===== src/rtl/sli_pkg.sv =====
package sli_pkg;

  localparam int unsigned Capacity   = 16;
  localparam int unsigned ValueWidth = 32;
  localparam int unsigned CountWidth = $clog2(Capacity + 1);

  typedef enum logic {
    OP_INSERT = 1'b0,
    OP_DELETE = 1'b1
  } op_e;

  typedef enum logic [1:0] {
    ST_OK        = 2'd0,
    ST_NOT_FOUND = 2'd1,
    ST_FULL      = 2'd2
  } status_e;

  // Command broadcast to every cell of the chain.
  typedef struct packed {
    logic                         write;
    op_e                          op;
    logic signed [ValueWidth-1:0] value;
  } cmd_t;

  // Signals that ripple from a cell to its right neighbor.
  typedef struct packed {
    logic below;  // this entry is occupied and smaller than the command value
    logic hit;    // a matching entry was found at or before this cell
  } link_t;

endpackage


===== src/rtl/sli_cell.sv =====
module sli_cell (
  input  logic                                  clk_i,
  input  sli_pkg::cmd_t                         cmd_i,
  input  logic                                  occupied_i,
  input  logic signed [sli_pkg::ValueWidth-1:0] left_entry_i,
  input  logic signed [sli_pkg::ValueWidth-1:0] right_entry_i,
  input  sli_pkg::link_t                        link_i,
  output sli_pkg::link_t                        link_o,
  output logic signed [sli_pkg::ValueWidth-1:0] entry_o,
  output logic signed [sli_pkg::ValueWidth-1:0] entry_next_o
);

  logic signed [sli_pkg::ValueWidth-1:0] entry_q, entry_d;
  logic                                  below;
  logic                                  match;

  assign below = occupied_i && (entry_q < cmd_i.value);
  assign match = occupied_i && (entry_q == cmd_i.value);

  assign link_o.below = below;
  assign link_o.hit   = link_i.hit || match;

  always_comb begin
    entry_d = entry_q;
    if (cmd_i.write) begin
      if (cmd_i.op == sli_pkg::OP_INSERT) begin
        // Cells before the insert point keep, the insert point takes the value,
        // and everything after it moves one place to the right.
        if (!below) begin
          entry_d = link_i.below ? cmd_i.value : left_entry_i;
        end
      end else begin
        // From the first matching entry onward, everything moves left.
        if (link_i.hit || match) begin
          entry_d = right_entry_i;
        end
      end
    end
  end

  always_ff @(posedge clk_i) begin
    entry_q <= entry_d;
  end

  assign entry_o      = entry_q;
  assign entry_next_o = entry_d;

endmodule


===== src/rtl/sorted_list_insert_delete.sv =====
// Sorted list of signed values held in a chain of compare-and-shift cells.
// The result is registered and appears in the cycle after the input transaction.
// Throughput: one operation per cycle unless the output stalls; every cell decides in one step.
// The output register frees in the same cycle that its result is taken.
// Reset clears the entry count and the output valid flag; entries are not cleared.
module sorted_list_insert_delete (
  input  logic                                  clk_i,
  input  logic                                  rst_ni,
  input  logic                                  in_valid_i,
  output logic                                  in_ready_o,
  input  logic                                  opcode_i,
  input  logic signed [sli_pkg::ValueWidth-1:0] value_i,
  output logic                                  out_valid_o,
  input  logic                                  out_ready_i,
  output logic [1:0]                            status_o,
  output logic [4:0]                            entry_count_o,
  output logic signed [sli_pkg::ValueWidth-1:0] smallest_value_o
);

  localparam int unsigned N = sli_pkg::Capacity;
  localparam int unsigned CW = sli_pkg::CountWidth;

  logic [CW-1:0] count_q, count_d;
  logic          out_valid_q;
  logic [1:0]    status_q;
  logic [4:0]    entry_count_q;
  logic signed [sli_pkg::ValueWidth-1:0] smallest_q, smallest_d;

  logic          accept;
  logic          full;
  logic          found;
  sli_pkg::op_e  op;
  sli_pkg::cmd_t cmd;
  sli_pkg::status_e status_d;

  logic signed [sli_pkg::ValueWidth-1:0] entry      [N];
  logic signed [sli_pkg::ValueWidth-1:0] entry_next [N];
  sli_pkg::link_t                        link       [N+1];

  assign in_ready_o = !out_valid_q || out_ready_i;
  assign accept     = in_valid_i && in_ready_o;
  assign op         = sli_pkg::op_e'(opcode_i);
  assign full       = (count_q == CW'(N));
  assign found      = link[N].hit;

  always_comb begin
    status_d = sli_pkg::ST_OK;
    count_d  = count_q;
    if (op == sli_pkg::OP_INSERT) begin
      if (full) begin
        status_d = sli_pkg::ST_FULL;
      end else begin
        count_d = count_q + CW'(1);
      end
    end else begin
      if (!found) begin
        status_d = sli_pkg::ST_NOT_FOUND;
      end else begin
        count_d = count_q - CW'(1);
      end
    end
  end

  assign cmd.write = accept && (status_d == sli_pkg::ST_OK);
  assign cmd.op    = op;
  assign cmd.value = value_i;

  // The head of the chain behaves as if an occupied smaller entry stood before it.
  assign link[0].below = 1'b1;
  assign link[0].hit   = 1'b0;

  for (genvar i = 0; i < N; i++) begin : g_cell
    logic signed [sli_pkg::ValueWidth-1:0] left_entry;
    logic signed [sli_pkg::ValueWidth-1:0] right_entry;

    if (i == 0) begin : g_head
      assign left_entry = value_i;
    end else begin : g_body
      assign left_entry = entry[i-1];
    end

    if (i == N - 1) begin : g_tail
      assign right_entry = entry[i];
    end else begin : g_inner
      assign right_entry = entry[i+1];
    end

    sli_cell u_cell (
      .clk_i        (clk_i),
      .cmd_i        (cmd),
      .occupied_i   (count_q > CW'(i)),
      .left_entry_i (left_entry),
      .right_entry_i(right_entry),
      .link_i       (link[i]),
      .link_o       (link[i+1]),
      .entry_o      (entry[i]),
      .entry_next_o (entry_next[i])
    );
  end

  assign smallest_d = (count_d != '0) ? entry_next[0] : '0;

  always_ff @(posedge clk_i or negedge rst_ni) begin
    if (!rst_ni) begin
      count_q     <= '0;
      out_valid_q <= 1'b0;
    end else begin
      if (accept) begin
        count_q <= count_d;
      end
      if (accept) begin
        out_valid_q <= 1'b1;
      end else if (out_ready_i) begin
        out_valid_q <= 1'b0;
      end
    end
  end

  always_ff @(posedge clk_i) begin
    if (accept) begin
      status_q      <= status_d;
      entry_count_q <= 5'(count_d);
      smallest_q    <= smallest_d;
    end
  end

  assign out_valid_o      = out_valid_q;
  assign status_o         = status_q;
  assign entry_count_o    = entry_count_q;
  assign smallest_value_o = smallest_q;

endmodule

===== config.mk =====
export PLATFORM = sky130hd
export DESIGN_NAME = sorted_list_insert_delete
export DESIGN_NICKNAME = d
export VERILOG_FILES = /design/src/rtl/sli_pkg.sv /design/src/rtl/sli_cell.sv /design/src/rtl/sorted_list_insert_delete.sv
export SDC_FILE = /design/constraint.sdc
export NUM_CORES = 2
export LEC_CHECK = 0
export ABC_AREA = 0
export BUFFER_PORTS_ARGS = -buffer_cell sky130_fd_sc_hd__buf_2
export CAP_MARGIN = 20
export CELL_PAD_IN_SITES_DETAIL_PLACEMENT = 0
export CELL_PAD_IN_SITES_GLOBAL_PLACEMENT = 1
export CORE_AREA = 2 2 323 325
export DETAILED_ROUTE_END_ITERATION = 8
export DIE_AREA = 0 0 325 327
export GPL_TIMING_DRIVEN = 0
export PLACE_DENSITY = 0.85
export SETUP_SLACK_MARGIN = 0.3
export SLEW_MARGIN = 40
export SYNTH_ARGS = -nofsm -noshare
export SYNTH_HDL_FRONTEND = slang
export SYNTH_HIERARCHICAL = 1
export SYNTH_SLANG_ARGS = --single-unit

===== constraint.sdc =====
create_clock -name clk_i -period 9.6 [get_ports clk_i]
set_input_delay 0.96 -clock clk_i [delete_from_list [all_inputs] [get_ports clk_i]]
set_output_delay 0.96 -clock clk_i [all_outputs]
set_load 0.005 [all_outputs]

# Word-level counts from Yosys, hierarchy flattened
# Cells that the tools add are included.
[totals]
wordCells = 240
out_inout_bits = 41
regBits = 557
inputBits = 37
[classes]
n_addsub = 2
bitwise_logic = 2
n_lt_le_gt_ge = 32
reduce_logical = 69
n_mux = 69
eq_ne = 45
[ops]
columns = ["operator", "n"]
rows = [
  ["2-to-1 mux 32 bit", 61],
  ["== test 32 bit", 16],
  ["< comparator 32 bit", 16],
  ["AND reduction 3 bit", 15],
  ["greater-than comparator 5 x 4 -> 1 bit (second input constant)", 8],
  ["logical AND 1 bit", 34],
  ["inequality test 2 x 1 -> 1 bit (second input constant)", 14],
  ["inequality test 2 bit (second input constant)", 14],
  ["greater-than comparator 5 x 3 -> 1 bit (second input constant)", 4],
  ["logical OR 1 bit", 16],
  ["2-to-1 mux 5 bit", 3],
  ["greater-than comparator 5 x 1 -> 1 bit (second input constant)", 2],
  ["greater-than comparator 5 x 2 -> 1 bit (second input constant)", 2],
  ["adder 5 x 1 -> 5 bit (second input constant)", 1],
  ["== test 5 bit (second input constant)", 1],
  ["nonzero test 5 bit", 1],
  ["subtractor 5 x 1 -> 5 bit (second input constant)", 1],
  ["2-to-1 mux 2 bit", 2],
  ["2-to-1 mux 1 bit", 3],
  ["zero test 2 bit", 1],
  ["NOT 1 bit", 2],
  ["nonzero test 2 bit", 1],
  ["zero test 1 bit", 1],
]

# Depth between registers and ports, before layout
[logic_depth]
ltp_word = 22
mapped_depth = 49

# Cells and area by module
# Netlist, hierarchy kept.
[modules_own_cells]
columns = ["mod", "n_inst", "area_each_um2", "seq_area_each_um2", "cells_each"]
rows = [
  ["sli_cell at g_cell[0].u_cell ...", 13, 2730.1, 640.6, 315],
  ["sli_cell at g_cell[13].u_cell ...", 2, 2971.6, 640.6, 380],
  ["sli_cell at g_cell[9].u_cell", 1, 3134.3, 640.6, 349],
  ["sorted_list_insert_delete", 1, 2472.4, 1321.3, 211],
]

# Worst setup path after synthesis
# Ideal clock, no wire load.
[synth_path]
path_type = "input port to flip-flop"
start = "input port value_i[31] (netlist name)"
end = "register smallest_q (netlist bit smallest_value_o[29]), data pin"
setup_time_ns = 0.160
path_buffers = 1
t_arrival_ns = 10.186
cell_stages = 48
slack_ns = -0.746
cell_sequence = "inv_1 > ha_1 > nand4_1 > or2_4 > nor3_4 > a31oi_1 > inv_1 > a31oi_1 > inv_1 > a31oi_1 > inv_1 > a31oi_1 > inv_1 > a31oi_1 > inv_1 > a31oi_1 > inv_1 > a31oi_1 > (+12 left out) > inv_1 > a31oi_1 > inv_1 > a31oi_1 > inv_1 > a31oi_1 > inv_1 > nor2b_1 > o21bai_2 > nor2_1 > nand2b_1 > nor2_1 > a21oi_1 > nand3_1 > buf_2 > a221oi_2 > inv_1 > a41oi_1"
[synth_rtl]
columns = ["element", "line", "text"]
rows = [
  ["from (decl)", "sorted_list_insert_delete.sv:12", "input logic signed [sli_pkg::ValueWidth-1:0] value_i,"],
  ["to (signal assigned)", "sorted_list_insert_delete.sv:123", "smallest_q <= smallest_d;"],
  ["to (decl)", "sorted_list_insert_delete.sv:27", "logic signed [sli_pkg::ValueWidth-1:0] smallest_q, smallest_d;"],
]

==> metrics.txt <==
status finished, final reports clean; Reg clk slew, reported paths about 0.06 ns; min-delay worst type in -> async; Port Buffer Count between 70 and 80; DR iter-0 viols 2994; reg-to-reg endpoint g_cell[8].u_cell/entry_o[4]; NumNets Final 6137; highest achievable clock rate 111 MHz; Final Util 0.508; diodes inserted 0; R2R Path Start count_q[2]; die area between 100000 and 150000 sq um; Clock Tree Buf Depth 3; row count between 100 and 150; routability cong. 0.882; Vias/cell roughly 6; Slowest-stage cell, CP ha_1; Core Area between 100000 and 150000 sq um; worst-margin pin slew about 0.91 ns; Net Count, Synth approximately 6000; fill count 9724; YS warnings 6; Syn Inst Count ~5400; Remaining DRCs 0; htree depth 3; post-DP HPWL approximately 110000 um; startpoint types input port; Post-Syn Area about 47000 sq um; Die H roughly 330 um; CP Capture Type register; pin count of the biggest net entering global routing 45; crit-path most repeated cell inv_1; hold_buf cts 0; synthesized area per cell 8.69 sq um; leakage 0.0255 uW; vias in the first global route 40132; drt total wl about 150000 um; Worst Path Required 10.11 ns; peak supply drop between 0.15 and 0.2 mV; skew final approximately 0.022 ns; TritonCTS clock tree built; Max-slew headroom 0.387; max-slew violation count 0; fin crit period roughly 9.0 ns; final hold vios 0; Final Instance Count excl. Fillers approximately 7000; Reg2Reg Depth 49; RSZ-0062 raised after global routing no; slowest stage delay, CP about 0.4 ns; R2R setup slack ~0.68 ns; critical path arrival approximately 9.5 ns; Routed WL per cell roughly 21 um; critical path class in -> reg; Final Cycle Share 0.941; share of cells above drive strength 1 0.170; initial antenna violation count 1; # IOs 78; P&R area growth vs syn 11.3%; routed via count just over 40000; GR Util All Layers 0.268; clock sink total 557; cts bufs inserted a little over 70; Pre-antenna DRT Iters 5; Initial Utilization 0.457; first-pass GRT wire length 226000 um; worst skew pair latency a little over 0.6 ns; Critical Path Fanout Max 34; Post-DRT Antenna Nets 0; PwrDens roughly 320 nW/um^2; Die X between 300 and 400 um; clock root buffer clkbuf_16; endpoints failing setup 0; Max Cap Viol 0; Placed Cells between 6000 and 7000; Overflow after GRT 0
## how the worst max path moves through the flow
stage	startpoint	endpoint	slack (ns)	cells past startpoint
3_3_place_gp	value_i[31]	smallest_value_o[12]	-4.49	49
5_1_grt	value_i[31]	g_cell[8].u_cell/entry_o[4]	0.30	49
3_5_place_dp	value_i[26]	smallest_value_o[12]	-3.62	49
6_report	value_i[31]	g_cell[8].u_cell/entry_o[4]	0.56	49
4_1_cts	value_i[31]	g_cell[8].u_cell/entry_o[8]	0.40	49
2_1_floorplan	value_i[31]	smallest_value_o[29]	0.32	48
## cell type report
class | instances | area (sq um) | share of cell area
inverter | 1086 | 4080 | 0.0779
clock buffer | 102 | 2110 | 0.0403
buffer | 268 | 1670 | 0.0319
clock inverter | 29 | 265 | 0.00507
tap | 1380 | 1730 | 0.0330
multi-input combinational | 3500 | 30100 | 0.574
sequential | 557 | 11600 | 0.221
timing repair buffer | 98 | 857 | 0.0164
## metal layers
metal  wire [um]  GRT usage
met5           0          0
met3        8860     0.0461
met2       72600      0.477
met4        5050      0.101
met1       61300      0.322
## flip-flops by register name, summed over array words and instances (netlist names)
register,count
g_cell.u_cell/entry_o,512
smallest_value_o,32
count_q,5
entry_count_o,5
status_o,2
out_valid_o,1
## power by group
part / switching [uW] / leakage [uW] / internal [uW] / total (uW)
Combinational: 5040 / 0.0196 / 4250 / 9300
Clock: 1110 / 0.00118 / 1640 / 2750
Sequential: 1480 / 0.00471 / 3400 / 4880
## worst max-delay path, delay by kind of cell
kind	cells	cell delay, ns
compound gates	20	4.38
buf+inv	22	2.86
simple gates	6	0.84
fa+ha+maj	1	0.39
## metrics by stage
step | setup TNS, ns | hold slack [ns] | power (uW) | setup slack [ns] | instance area, sq um
2_1_floorplan | 0 | 0.467 | 11500 | 0.316 | 47100
3_3_place_gp | -2168.94 | 0.487 | 13800 | -4.49 | 49200
3_5_place_dp | -1808.58 | 0.495 | 14000 | -3.62 | 49400
4_1_cts | 0 | 0.133 | 16900 | 0.398 | 52200
5_1_grt | 0 | 0.155 | 18000 | 0.300 | 52300
6_report | 0 | 0.166 | 16900 | 0.562 | 52300
## what timing repair did
| item | 4_1_cts | 5_1_grt |
|---|---|---|
| setup endpoints to repair | 555 | 533 |
| gates cloned | 0 | 0 |
| buffers inserted | 6 | 10 |
| pin swaps | 1 | 2 |
| resized for setup | 74 | 13 |
## layout by cell type, fill, tap and decap left out, types with 15 or more instances in the layout
master / instances
inv_1: 1083
nor2_1: 540
ha_1: 518
mux2i_1: 514
dfxtp_1: 512
a221oi_2: 387
a21oi_1: 309
nand2_1: 172
buf_2: 137
nand4_1: 105
clkbuf_1: 102
nand3_1: 94
o21ai_0: 91
o22ai_1: 88
buf_6: 80
clkbuf_16: 76
a211o_1: 66
mux2_2: 58
a22oi_1: 58
buf_4: 40
nor3_1: 40
edfxtp_1: 39
o221a_1: 28
a41oi_1: 27
or3_1: 26
a221o_1: 26
clkinv_2: 21
nand2b_1: 20
o21ai_1: 19
a211oi_1: 18
clkbuf_8: 16
o21a_1: 16
xnor2_1: 15
a221oi_1: 15
o221ai_1: 15
a31oi_4: 15
Note: power is estimated with default switching activity, not from simulation.
